File: src/sv/bse_pkg.sv
package bse_pkg;

  // Fixed field widths of the item and result channels.
  localparam int unsigned VAL_W = 26;
  localparam int unsigned CFG_W = 5;
  localparam int unsigned IDX_W = 4;

  // Defaults for the top-level parameters.
  localparam int unsigned MAX_ITEMS_DEF   = 64;
  localparam int unsigned MAX_BUCKETS_DEF = 16;
  localparam int unsigned FRAC_BITS_DEF   = 16;

  // The value range is 1001.0 in whole units; the bucket setting resets to 8.
  localparam int unsigned RANGE_INT = 1001;
  localparam logic [CFG_W-1:0] CFG_RESET = CFG_W'(8);

  typedef enum logic [1:0] {
    ST_LOAD,
    ST_DRAIN,
    ST_EMIT
  } bse_state_t;

  // Per-cycle command broadcast to every cell of the chain.
  typedef struct packed {
    logic ins_en;
    logic shift_en;
  } cell_ctl_t;

  // Control bits that travel with an item through the bucket stages.
  typedef struct packed {
    logic valid;
    logic store;
    logic last;
  } stage_ctl_t;

  // Lower edge of bucket k in the scaled product domain: k * 1001 << frac.
  function automatic logic [63:0] bse_thresh(input int unsigned k,
                                             input int unsigned frac);
    logic [63:0] t;
    t = 64'(k) * 64'(RANGE_INT);
    return t << frac;
  endfunction

endpackage

File: src/sv/bse_cell.sv
module bse_cell #(
  parameter int unsigned TAG_W = 4
) (
  input  logic                          clk,
  input  logic                          rst_n,
  input  bse_pkg::cell_ctl_t            ctl,
  input  logic [TAG_W-1:0]              new_tag,
  input  logic [bse_pkg::VAL_W-1:0]     new_val,
  input  logic                          prev_gb,
  input  logic                          prev_valid,
  input  logic [TAG_W-1:0]              prev_tag,
  input  logic [bse_pkg::VAL_W-1:0]     prev_val,
  input  logic                          next_valid,
  input  logic [TAG_W-1:0]              next_tag,
  input  logic [bse_pkg::VAL_W-1:0]     next_val,
  output logic                          gb,
  output logic                          valid,
  output logic [TAG_W-1:0]              tag,
  output logic [bse_pkg::VAL_W-1:0]     val
);

  logic                      valid_r, valid_nxt;
  logic [TAG_W-1:0]          tag_r, tag_nxt;
  logic [bse_pkg::VAL_W-1:0] val_r, val_nxt;

  // The new item belongs at or before this cell when the cell is empty or
  // holds a larger (bucket, value) key.
  assign gb = !valid_r || (new_tag < tag_r) || ((new_tag == tag_r) && (new_val < val_r));

  always_comb begin
    valid_nxt = valid_r;
    tag_nxt   = tag_r;
    val_nxt   = val_r;
    if (ctl.shift_en) begin
      valid_nxt = next_valid;
      tag_nxt   = next_tag;
      val_nxt   = next_val;
    end else if (ctl.ins_en && gb) begin
      if (prev_gb) begin
        valid_nxt = prev_valid;
        tag_nxt   = prev_tag;
        val_nxt   = prev_val;
      end else begin
        valid_nxt = 1'b1;
        tag_nxt   = new_tag;
        val_nxt   = new_val;
      end
    end
  end

  always_ff @(posedge clk) begin
    if (!rst_n) begin
      valid_r <= 1'b0;
    end else begin
      valid_r <= valid_nxt;
    end
  end

  always_ff @(posedge clk) begin
    tag_r <= tag_nxt;
    val_r <= val_nxt;
  end

  assign valid = valid_r;
  assign tag   = tag_r;
  assign val   = val_r;

endmodule

File: config.mk
export PLATFORM = sky130hd
export DESIGN_NAME = bse_cell
export DESIGN_NICKNAME = d
export VERILOG_FILES = /design/src/sv/bse_pkg.sv /design/src/sv/bse_cell.sv
export SDC_FILE = /design/constraint.sdc
export NUM_CORES = 1
export LEC_CHECK = 0
export ABC_AREA = 1
export ABC_CLOCK_PERIOD_IN_PS = 1800
export BUFFER_PORTS_ARGS = -buffer_cell sky130_fd_sc_hd__buf_4
export CORE_MARGIN = 4
export CORE_UTILIZATION = 41
export CTS_CLUSTER_SIZE = 12
export DETAILED_ROUTE_END_ITERATION = 12
export GPL_TIMING_DRIVEN = 0
export PLACE_DENSITY = 0.77
export SETUP_SLACK_MARGIN = 0.4
export SLEW_MARGIN = 20
export SYNTH_ARGS = -nofsm -noshare
export SYNTH_HDL_FRONTEND = slang
export SYNTH_SLANG_ARGS = --single-unit
File: constraint.sdc
create_clock -name clk -period 1.8 [get_ports clk]
set_input_delay 0.09 -clock clk [delete_from_list [all_inputs] [get_ports clk]]
set_output_delay 0.09 -clock clk [all_outputs]
set_load 0.005 [all_outputs]
# --- After elaboration in Yosys (flattened, before gate mapping) ---
# Index checks and enable logic that the tools add are counted.
classes:
  magnitude_cmp: 2
  eq_ne: 1
  muxes: 9
  reduce_logical: 6
ops:
  columns: ["op", "count"]
  rows:
  - ["$mux W26", 3]
  - ["$lt A26 B26 Y1", 1]
  - ["$mux W4", 3]
  - ["$eq A4 B4 Y1", 1]
  - ["$lt A4 B4 Y1", 1]
  - ["$mux W1", 3]
  - ["$logic_and A1 B1 Y1", 2]
  - ["$logic_or A1 B1 Y1", 2]
  - ["$reduce_bool A2 Y1", 1]
  - ["$logic_not A1 Y1", 1]
totals:
  regBits: 31
  in_bits: 97
  out_inout_bits: 32
  word_cells: 21

# --- Logic depth before layout (Yosys ltp) ---
logic_depth:
  depth_word: 6
  depth_mapped: 14
  ltp_nobuf: 14

# --- Least setup slack after synthesis ---
# OpenSTA, ideal clock, no wires.
synth_timing:
  kind: "reg2reg"
  start: "reg val_r (netlist bit val[15])"
  end: "reg tag_r[0] (netlist: tag[0]) (enable)"
  setup_ps: 374
  arrival_time_ps: 1664
  t_required_ps: 1426
  slack_ps: -238
  stages_incl_launch_ff: 14
  path_buffers: 0
  period_less_slack_ps: 2038
  cell_sequence: "edfxtp_1 -> inv_1 -> ha_1 -> nand2_1 -> nand2_1 -> nand2_1 -> nand2_1 -> nand3_1 -> nand2_1 -> nor2_1 -> nand2_1 -> nand2_2 -> nand2_2 -> nand2_2"
synth_via:
  elab_chain_cells: 5
synth_rtl:
  columns: ["element", "line_no", "rtl"]
  rows:
  - ["start, declared", "bse_cell.sv:24", "logic [bse_pkg::VAL_W-1:0] val_r, val_nxt;"]
  - ["start signal, assigned", "bse_cell.sv:61", "val_r <= val_nxt;"]
  - ["$lt A26 B26 Y1", "bse_cell.sv:28", "assign gb = !valid_r || (new_tag < tag_r) || ((new_tag == tag_r) && (new_val < val_r));"]
  - ["$logic_and A1 B1 Y1", "bse_cell.sv:28", null]
  - ["$logic_or A1 B1 Y1", "bse_cell.sv:28", null]
  - ["net gb", "bse_cell.sv:16", "output logic gb,"]
  - ["$logic_and A1 B1 Y1", "bse_cell.sv:38", "end else if (ctl.ins_en && gb) begin"]
  - ["$reduce_bool A2 Y1 (no line)", null, null]
  - ["end signal, assigned", "bse_cell.sv:60", "tag_r <= tag_nxt;"]
  - ["end, declared", "bse_cell.sv:23", "logic [TAG_W-1:0] tag_r, tag_nxt;"]
# The timed path passes the listed nets, and every way through them passes these cells.
# A chain may end at the register's enable or synchronous reset.

# --- Final worst setup path ---
layout_timing:
  start: "reg val_r (netlist bit val[24])"
  end: "reg tag_r[1] (netlist: tag[1]) (enable)"
layout_via:
  elab_chain_cells: 5
layout_rtl:
  columns: ["element", "line_no"]
  rows:
  - ["$lt A26 B26 Y1", "bse_cell.sv:28"]
  - ["$logic_and A1 B1 Y1", "bse_cell.sv:28"]
  - ["$logic_or A1 B1 Y1", "bse_cell.sv:28"]
  - ["$logic_and A1 B1 Y1", "bse_cell.sv:38"]
  - ["$reduce_bool A2 Y1 (no line)", null]
# No other way between the ends.

==> results.yml <==
sta:
  min_period_ns: 1.90
  fin_skew_ns: 0.00580
  tightest_slew_ns: 0.550
  setup_ws_ns: -0.101
  slew_viol_final: 0
  maxSlewHeadroom_pct: 63.4
  fin_crit_sh_pct: 106
  rsz0062_at_grt: "true"
  max_freq_mhz: 526
  fin_tns_setup_ns: -2.82
  whs_ns: 0.0446
  hold_viol: 0
  setup_viol: 31
logic_synthesis:
  syn_nets: 442
  ys_seq_area_share_pct: 38.5
  synth_area_um2: 2390
  async_reset_ff_share_pct: 0
  syn_area_per_cell_um2: 7.56
  post-synth-top-count-cell: "nand2_1"
  yosysUniqueCellTypes: 22
  synth_edf_count: 30
  ys_ff_latch: 31
  synth_warnings: 0
  synth.area.top_cells: "edfxtp_1, ha_1, a21oi_1"
  syn_inst: 316
  synth_top_area_cell: "edfxtp_1"
  ys.flop_type: "edfxtp_1"
  netlist.area_leader.share_pct: 37.7
  synthTopCellsByCount: "nand2_1, a21oi_1, nor2_1"
floorplan:
  die_area_um2: 7110
  die_y_um: 84.3
  initial_core_util_pct: 42.9
  num_rows: 27
  ioPinCount: 129
  fp.dieW_um: 84.3
  design.core.area_um2: 5570
placed_design:
  io_buffers: 127
  place_ws_ns: -0.212
  post-dp-hpwl_mm: 5.55
  gp_congestion: 0.803
hold_path:
  whs_endpoint: "valid"
  min_from: "rst_n"
  holdCritPathClass: "input port to register"
  whs_path_depth: 3
clock_network:
  hold_buffers: 0
  path_clk_slew_ns: 0.07
  cts_tree: "yes"
  clk_latency_ns: 0.29
  cts-htree-levels: 2
  cts_buffers: 5
  cts_max_path_buffers: 2
  clockRootBuffer: "clkbuf_8"
  clkSinkCount: 31
critical_path:
  critPathSlowestCell: "edfxtp_1"
  timing.rr.end: "tag[1]"
  slowest_delay_ns: 0.38
  path_class: "register to register"
  cp_data_arrival_time_ns: 1.90
  r2r_start: "val[24]"
  crit_path_frequent_cell: "nand2_1"
  r2r_setup_slack_ns: -0.10
  worstRegToRegCells: 13
  worst_setup_path_start_kind: "register"
  worstPathRequired_ns: 1.80
  path_max_fanout: 8
  path_cells: "inv_1 -> ha_1 -> nand2_4 -> nor2_4 -> nand2_2 -> nor2_1 -> nand2_1 -> nand2_1 -> nor2_1 -> nand2_1 -> nand2_4 -> nand2_8 -> nand2_8"
  endpoint_kind: "register"
grt:
  grt_max_degree: 11
  grt_antenna_before_repair: 0
  grt_pass1_wl_mm: 12.2
  grt_use_total_pct: 21.3
  grt_pass1_vias: 2639
  grt_overflow_total: 0
drt:
  drt_iter0_drc: 68
  wl_met2_mm: 3.82
  vias: 2670
  drt-met1-wl_mm: 3.02
  drc_errors: 0
  finalWirelength_mm: 7.67
  antenna_left: 0
  wl_met3_um: 683
  routed_via_density: 4.97
  routedWlPerCell_um: 14.3
  top_layer: "met4"
  drt_pass1_iterations: 5
pwr:
  p_switching_w: 0.000717
  vdd_drop_max_uv: 358
  pwr-share-clk_pct: 25.8
  p_int_w: 0.00168
  power_density_nw_per_um2: 619
  power_frac_seq_pct: 38.3
  sw_frac_of_total_pct: 29.9
  power_w: 0.00239
  pwr-share-comb_pct: 35.8
  p_leak_nw: 1.90
cells_and_area:
  syn_to_final_growth_pct: 62.0
  regArea_um2: 921
  num_antenna_cells: 0
  drive_above_1_share_pct: 39.6
  final_nets: 590
  n_fill_cell: 462
  multi_input_area_um2: 1500
status:
  status: "finished, violations left"
  violations: "negative setup slack"
flow_run:
  maxCapViolCount: 0
-- state kept, by name (all words and copies together) (netlist names) --
register,cells
val,26
tag,4
valid,1
-- kinds of logic after synthesis --
group	after synthesis	synth area share (%)
buf+inv	57	9.11
fa+ha+maj	29	15.2
simple gates	128	21.9
compound gates	71	15.2
flops	31	38.5
-- per-layer routing --
layer | vias up | track usage, %
met4 | 0 | 7.63
met5 | - | 0
met3 | 12 | 5.99
met2 | 112 | 38.0
li1 | 1337 | -
met1 | 1209 | 24.4
-- what timing repair did --
item / 4_1_cts / 5_1_grt
pin swaps: 17 / 12
gates resized for setup: 20 / 9
endpoints found under the hold margin: 0 / 0
buffers inserted: 8 / 3
setup endpoints to repair: 32 / 32
cloned: 3 / 0
-- power groups by stage --
stage	registers (W)	clock network, W	logic [W]
2_1_floorplan	0.000939	0	0.000343
4_1_cts	0.000917	0.000634	0.000821
3_5_place_dp	0.000934	0	0.000727
3_3_place_gp	0.000932	0	0.000709
6_report	0.000918	0.000619	0.000858
5_1_grt	0.000927	0.000670	0.000961
-- metrics by stage --
| stage | utilization [%] | cells | area [µm²] |
|---|---|---|---|
| CTS | 68.0 | 534 | 3790 |
| global placement | 62.2 | 515 | 3460 |
| global route | 69.5 | 537 | 3870 |
| floorplan | - | 316 | 2420 |
| finish | 69.5 | 537 | 3870 |
| detailed placement | 62.2 | 515 | 3460 |
-- placed cells by master, fill, tap and decap left out, drive strengths merged --
cell type and n:
nand3b 1, dfxtp 1, o21a 1, nand2 77, clkinv 1, inv 43, edfxtp 30, nor3 1
ha 29, buf 139, a21oi 69, nor2 45, a21o 1, nand3 7, clkbuf 20
-- critical path, delay by kind of cell, from the launching register on --
kind | cells | cell delay (ns)
buffers and inverters | 1 | 0.07
DFF | 1 | 0.38
and+or+nand+nor | 11 | 0.89
adders and majority gates | 1 | 0.24
-- worst max-delay path by stage --
stage             from  cells past startpoint  slack, ns       to
4_1_cts         tag[0]                     11      -0.14   val[1]
3_3_place_gp   val[25]                     13      -0.17  val[22]
5_1_grt         tag[0]                     11      -0.29  val[22]
6_report       val[24]                     13      -0.10   tag[1]
2_1_floorplan  val[25]                     13       0.03   tag[0]
3_5_place_dp   val[25]                     11      -0.21   tag[3]
-- layout make-up --
cell class              instances  share of cell area (%)
well taps                      72                    2.33
flip-flops and latches         31                    23.8
repair buffers                138                    26.9
clock buffers                   8                    2.59
inverters                      44                    4.33
multi-input cells             231                    38.8
plain buffers                  13                    1.29
(Power assumes the default switching activity.)
