## src/sv/bse_pkg.sv

```systemverilog
package bse_pkg;

  // Fixed field widths of the item and result channels.
  localparam int unsigned VAL_W = 26;
  localparam int unsigned CFG_W = 5;
  localparam int unsigned IDX_W = 4;

  // Defaults for the top-level parameters.
  localparam int unsigned MAX_ITEMS_DEF   = 64;
  localparam int unsigned MAX_BUCKETS_DEF = 16;
  localparam int unsigned FRAC_BITS_DEF   = 16;

  // The value range is 1001.0 in whole units; the bucket setting resets to 8.
  localparam int unsigned RANGE_INT = 1001;
  localparam logic [CFG_W-1:0] CFG_RESET = CFG_W'(8);

  typedef enum logic [1:0] {
    ST_LOAD,
    ST_DRAIN,
    ST_EMIT
  } bse_state_t;

  // Per-cycle command broadcast to every cell of the chain.
  typedef struct packed {
    logic ins_en;
    logic shift_en;
  } cell_ctl_t;

  // Control bits that travel with an item through the bucket stages.
  typedef struct packed {
    logic valid;
    logic store;
    logic last;
  } stage_ctl_t;

  // Lower edge of bucket k in the scaled product domain: k * 1001 << frac.
  function automatic logic [63:0] bse_thresh(input int unsigned k,
                                             input int unsigned frac);
    logic [63:0] t;
    t = 64'(k) * 64'(RANGE_INT);
    return t << frac;
  endfunction

endpackage

```

## src/sv/bse_bucket.sv

```systemverilog
module bse_bucket #(
  parameter int unsigned MAX_BUCKETS = bse_pkg::MAX_BUCKETS_DEF,
  parameter int unsigned FRAC_BITS   = bse_pkg::FRAC_BITS_DEF,
  parameter int unsigned TAG_W       = 4
) (
  input  logic                          clk,
  input  logic                          rst_n,
  input  bse_pkg::stage_ctl_t           in_ctl,
  input  logic [bse_pkg::VAL_W-1:0]     in_val,
  input  logic [bse_pkg::CFG_W-1:0]     bkt_cfg,
  output bse_pkg::stage_ctl_t           out_ctl,
  output logic [bse_pkg::VAL_W-1:0]     out_val,
  output logic [TAG_W-1:0]              out_tag
);

  localparam int unsigned NB_W = $clog2(MAX_BUCKETS + 1);
  localparam int unsigned PW   = bse_pkg::VAL_W + NB_W;

  logic [NB_W-1:0]           nb_eff;
  bse_pkg::stage_ctl_t       s1_ctl_r, s2_ctl_r;
  logic [bse_pkg::VAL_W-1:0] s1_val_r, s2_val_r;
  logic [PW-1:0]             s1_prod_r;
  logic [NB_W-1:0]           s1_nb_r;
  logic [TAG_W-1:0]          raw_tag, tag_sel, s2_tag_r;
  logic [NB_W-1:0]           nb_top;

  always_comb begin
    if (bkt_cfg == '0) begin
      nb_eff = NB_W'(1);
    end else if (int'(bkt_cfg) > int'(MAX_BUCKETS)) begin
      nb_eff = NB_W'(MAX_BUCKETS);
    end else begin
      nb_eff = NB_W'(bkt_cfg);
    end
  end

  // Highest bucket edge the product reaches; the edges are ascending, so
  // the last match wins.
  always_comb begin
    raw_tag = '0;
    for (int unsigned k = 1; k < MAX_BUCKETS; k++) begin
      if (64'(s1_prod_r) >= bse_pkg::bse_thresh(k, FRAC_BITS)) begin
        raw_tag = TAG_W'(k);
      end
    end
    nb_top  = s1_nb_r - NB_W'(1);
    tag_sel = raw_tag;
    if (int'(raw_tag) > int'(nb_top)) begin
      tag_sel = TAG_W'(nb_top);
    end
  end

  always_ff @(posedge clk) begin
    if (!rst_n) begin
      s1_ctl_r <= '0;
      s2_ctl_r <= '0;
    end else begin
      s1_ctl_r <= in_ctl;
      s2_ctl_r <= s1_ctl_r;
    end
  end

  always_ff @(posedge clk) begin
    s1_val_r  <= in_val;
    s1_prod_r <= PW'(in_val) * PW'(nb_eff);
    s1_nb_r   <= nb_eff;
    s2_val_r  <= s1_val_r;
    s2_tag_r  <= tag_sel;
  end

  assign out_ctl = s2_ctl_r;
  assign out_val = s2_val_r;
  assign out_tag = s2_tag_r;

endmodule

```

## config.mk

```make
export PLATFORM = sky130hd
export DESIGN_NAME = bse_bucket
export DESIGN_NICKNAME = d
export VERILOG_FILES = /design/src/sv/bse_pkg.sv /design/src/sv/bse_bucket.sv
export SDC_FILE = /design/constraint.sdc
export NUM_CORES = 1
export LEC_CHECK = 0
export BUFFER_PORTS_ARGS = -buffer_cell sky130_fd_sc_hd__buf_2
export CAP_MARGIN = 10
export CORE_UTILIZATION = 55
export CTS_CLUSTER_DIAMETER = 30
export DETAILED_ROUTE_END_ITERATION = 6
export PLACE_DENSITY = 0.75
export SLEW_MARGIN = 10
export SYNTH_ARGS = -nofsm -noshare
export SYNTH_HDL_FRONTEND = slang
export SYNTH_SLANG_ARGS = --single-unit
```

## constraint.sdc

```tcl
create_clock -name clk -period 12.6 [get_ports clk]
set_input_delay 2.52 -clock clk [delete_from_list [all_inputs] [get_ports clk]]
set_output_delay 2.52 -clock clk [all_outputs]
set_load 0.05 [all_outputs]
```

After elaboration in Yosys (flattened, before gate mapping)
Cells that the tools add are included.

Flip-flop bits (word level): 98. Word-level logic and storage cells: 49. Bits of input ports: 36. Output and inout port bits: 33.

Order comparisons: 17. $mul: 1. Muxes and demuxes: 18. Reductions and logical operators: 1. $add $sub $neg: 1.

Operators with widths (count): $ge 31x30->1 const B (7); $ge 31x29->1 const B (4); $ge 31x28->1 const B (2); $mux 4 (15); $ge 31x26->1 const B (1); $ge 31x27->1 const B (1); $mul 26x5->31 (1); $mux 5 (2); $gt 4x5->1 (1); $gt 5x5->1 const B (1); $logic_not 5->1 (1); $sub 5x1->5 const B (1); $mux 1 (1).

Depth between registers and ports, before layout
Depth in word-level cells: 18. Depth in mapped cells: 20. Depth with buffers taken out: 18.

Worst setup path after synthesis
OpenSTA, ideal clock, no wires.

Kind: input to register. From: in bkt_cfg[3] (netlist bit). To: reg s1_prod_r[30]. Data arrival time: 6.732 ns. Stages on the path: 18. Slack: 5.750 ns. Buffers on the path: 2. Required time: 12.482 ns. Setup time: 0.118 ns. Cells stage by stage: nor2b_1 -> clkbuf_1 -> clkbuf_1 -> nand2_1 -> fa_1 -> fa_1 -> fa_1 -> inv_1 -> ha_1 -> a211oi_2 -> o21ai_2 -> a221oi_4 -> o211a_4 -> a211oi_1 -> or3_4 -> nor3_2 -> a21oi_1 -> xnor2_1.

Word-level cells in the longest chain between the ends: 4. Elaborated cells between the ends (all ways): 5.

Ends and longest elaborated chain: start, declared (RTL line bse_bucket.sv:10) `input logic [bse_pkg::CFG_W-1:0] bkt_cfg,`; $gt 5x5->1 (RTL line bse_bucket.sv:30) `end else if (int'(bkt_cfg) > int'(MAX_BUCKETS)) begin`; $mux 5 (RTL line bse_bucket.sv:30); $mux 5 (*) (RTL line bse_bucket.sv:28) `if (bkt_cfg == '0) begin`; via nb_eff[3] (RTL line bse_bucket.sv:19) `logic [NB_W-1:0] nb_eff;`; $mul 26x5->31 (*) (RTL line bse_bucket.sv:65) `s1_prod_r <= PW'(in_val) * PW'(nb_eff);`; end signal, assigned (RTL line bse_bucket.sv:65); end, declared (RTL line bse_bucket.sv:22) `logic [PW-1:0] s1_prod_r;`.

The timed path passes the listed nets; every way through them passes the cells marked *. A chain may end at the register's enable or synchronous reset.

Worst setup path in the final report
From: in bkt_cfg[4] (netlist bit). To: reg s1_prod_r[29].

Word-level cells in the longest chain between the ends: 4. Elaborated cells between the ends (all ways): 5.

Ends and longest elaborated chain (RTL line): $gt 5x5->1 (bse_bucket.sv:30); $mux 5 (bse_bucket.sv:30); $mux 5 (*) (bse_bucket.sv:28); $mul 26x5->31 (*) (bse_bucket.sv:65).

Every way passes the cells marked *; elsewhere a longest branch is shown, timed or not.

==> run_results.csv <==
group,metric,value,unit
sta,finalSetupTns,0,ns
die,fp.dieW,113,µm
finish,drive_gt1_share,12.3,%
clock_network,clock_path_buffers,2,
sta,finalHoldViolCount,0,
setup_path,worstPathArrival,7.31,ns
yosys,ys_seq_elements,98,
yosys,avgSynthCellArea,9.27,µm²
routing,drt_first_pass_iters,5,
yosys,seq_area_frac_synth,28.7,%
setup_path,r2r-start,"s1_prod_r[23]",
yosys,synth_top_area_cell,"dfxtp_1",
pwr,finalPower,0.00116,W
die,die_area,12900,µm²
setup_path,crit_path_end_kind,"flip-flop",
yosys,synth_top_area_share,28.7,%
yosys,async_reset_ff_share,0,%
clock_network,cts_tree,"yes",
sta,setup_viol,0,
hold_path,hp-start,"s1_val_r[21]",
sta,fmax,0.142,GHz
setup_path,reg2reg_depth,13,
grt,antenna_found_initial,0,
clock_network,cts_hold_buffers,0,
outcome,outcome,"finished clean",
routing,drtAntennaViolNets,0,
routing,vias,5173,
die,start_util,56.6,%
setup_path,start_kind,"primary input",
yosys,syn-cell-area,6830,µm²
yosys,ys_types,54,
routing,post_drt_wl_per_cell,14.0,µm
setup_path,reg2reg_to,"out_tag[3]",
grt,grt_first_pass_wirelength,24000,µm
hold_path,worstHoldPathCells,0,
pwr,p_leak,3.63,nW
yosys,yosys_warnings,0,
setup_path,crit_required,12.88,ns
pwr,power.density,153,nW/µm²
sta,min_period,7.04,ns
clock_network,cts.sinks,98,
clock_network,clkSlewWorstSetupHoldPaths,0.07,ns
setup_path,crit_fanout,31,
die,die_y,113,µm
clock_network,numCtsBuffers,9,
yosys,synth.most_common_cell,"dfxtp_1",
finish,layout.cells.non_filler,964,
hold_path,hold_class,"reg -> reg",
yosys,netlist_top_cells_count,"98 x dfxtp_1, 86 x nand2_1, 83 x inv_1",
grt,grtUsageTotal,23.5,%
finish,nNetsFinal,943,
clock_network,cts_resized,0,
sta,tightest_slew,0.621,ns
yosys,ys_top_cells_by_area,"dfxtp_1 29%, fa_1 21%, ha_1 8.1%",
sta,slew_headroom,57.5,%
grt,grt_overflow,0,
yosys,synth-edff-count,0,
sta,rsz0062_at_grt,"no",
sta,clock_skew,0.00477,ns
die,core-area,12100,µm²
placed_design,place.detailed.hpwl,10300,µm
sta,maxSlewViolCount,0,
yosys,synthesis.nets,889,
sta,fin_crit_sh,55.8,%
run,drv_cap,0,
yosys,syn_inst,737,
finish,final.fill_count,1029,
pwr,irDropWorstVdd,0.0929,mV
routing,wl,13500,µm
clock_network,clk_latency,0.36,ns
placed_design,portBuffers,68,
clock_network,cts_setup_buffers,0,
finish,num_antenna_cells,0,
hold_path,worst_hold_path.endpoint,"out_val[21]",
grt,grt_max_degree,32,
grt,grt_pass1_vias,5174,
die,ios,69,
setup_path,worstSetupPathType,"in -> reg",
yosys,synth-main-ff-cell,"dfxtp_1",
routing,drc,0,
routing,drt_first_iter_violations,239,
routing,routed_via_density,5.37,
clock_network,htreeDepth,3,
placed_design,gp_congestion,0.891,
placed_design,place_inst,948,
die,rows,40,
clock_network,clock-root-buffer,"clkbuf_16",
setup_path,ff2ff_setup_slack,9.20,ns
finish,area_growth,11.3,%
## routing by layer
| layer | track usage (%) | part of all wire (%) | up-vias | wire length [µm] |
|---|---|---|---|---|
| met5 | 0 | 0 | - | 0 |
| met4 | 7.46 | 1.3 | 0 | 180 |
| met3 | 4.73 | 4.1 | 15 | 556 |
| met2 | 40.4 | 50 | 118 | 6700 |
| met1 | 29.8 | 45 | 2516 | 6080 |
| li1 | - | - | 2524 | - |
## kinds of logic (layout without fill, tap and decap cells)
group | Yosys count | after routing | share of synthesized area (%)
AO/OA/AOI/OAI | 129 | 129 | 13.1
XOR/XNOR | 27 | 27 | 3.46
adder cells (fa/ha/maj) | 116 | 116 | 29.2
buffers and inverters | 112 | 171 | 6.21
flip-flops | 98 | 98 | 28.7
multiplexers | 2 | 2 | 0.293
AND/OR/NAND/NOR | 253 | 253 | 19.1
## cell type report
class | instances | area (µm²) | share of cell area (%)
multi-input cells | 527 | 4450 | 58.5
flip-flops and latches | 98 | 1960 | 25.8
repair buffers | 72 | 370 | 4.87
inverters | 83 | 312 | 4.10
clock buffers | 9 | 225 | 2.96
well taps | 168 | 210 | 2.76
clock inverters | 7 | 81.3 | 1.07
## cell usage in the layout, fill, tap and decap left out, drive strengths merged, types with 3 or more instances in the layout
cell type  Yosys  layout
a211oi         5       5
dfxtp         98      98
inv           83      87
xor2           6       6
nand2         86      86
nand3b         3       3
nor3           9       9
nand3         13      13
a21oi         38      38
ha            44      44
nor2b          9       9
o211ai         5       5
fa            72      72
clkbuf        28       9
a21o          11      11
xnor2         21      21
a2111oi        3       3
and2          79      79
a41oi          5       5
o21bai         7       7
and3           4       4
o21ai         23      23
o2111ai        3       3
a31oi          3       3
or3            4       4
nand4          5       5
o31a           4       4
o21a           5       5
nand2b         6       6
buf            1      72
nor4           7       7
nor2          24      24
a21boi         3       3
o31ai          3       3
## registers in the layout (all words and copies together), names as in the netlist
signal	cells
s1_prod_r	31
out_val	26
s1_val_r	26
s1_nb_r	5
out_tag	4
out_ctl	3
s1_ctl_r	3
## metrics by stage
stage | util [%] | worst slack, ns | instance area (µm²) | hold slack [ns]
6_report | 63.1 | 5.56 | 7610 | 0.327
5_1_grt | 63.1 | 5.24 | 7610 | 0.331
4_1_cts | 63.1 | 5.57 | 7610 | 0.328
3_5_place_dp | 60.5 | 5.21 | 7300 | 0.312
3_3_place_gp | 60.5 | 5.32 | 7300 | 0.310
2_1_floorplan | - | 5.75 | 6830 | 0.310
## worst max-delay path: stages
cell      delay [ns]
buf_2           0.43
nor2b_1         0.10
buf_4           0.25
and2_1          0.21
fa_1            0.48
fa_1            0.55
inv_1           0.05
fa_1            0.53
inv_1           0.04
ha_1            0.35
a21oi_1         0.17
nor2b_1         0.09
o31ai_1         0.35
a211o_1         0.21
a31o_2          0.19
a211oi_1        0.09
or3_1           0.37
a21oi_1         0.19
xnor2_1         0.14
## worst max-delay path by stage
stage                          endpoint  slack, ns  startpoint  cells after the start
after CTS                 s1_prod_r[30]       5.57  bkt_cfg[4]                     19
after floorplan           s1_prod_r[30]       5.75  bkt_cfg[3]                     18
after global routing      s1_prod_r[29]       5.24  bkt_cfg[4]                     19
after global placement    s1_prod_r[30]       5.32  bkt_cfg[4]                     19
final                     s1_prod_r[29]       5.56  bkt_cfg[4]                     19
after detailed placement  s1_prod_r[30]       5.21  bkt_cfg[4]                     19
## power breakdown
group,internal (W),switching (W)
logic,0.000178,0.000246
clock network,0.000157,0.000126
registers,0.000368,0.0000879
No activity file was read; power rests on OpenSTA's default activity.
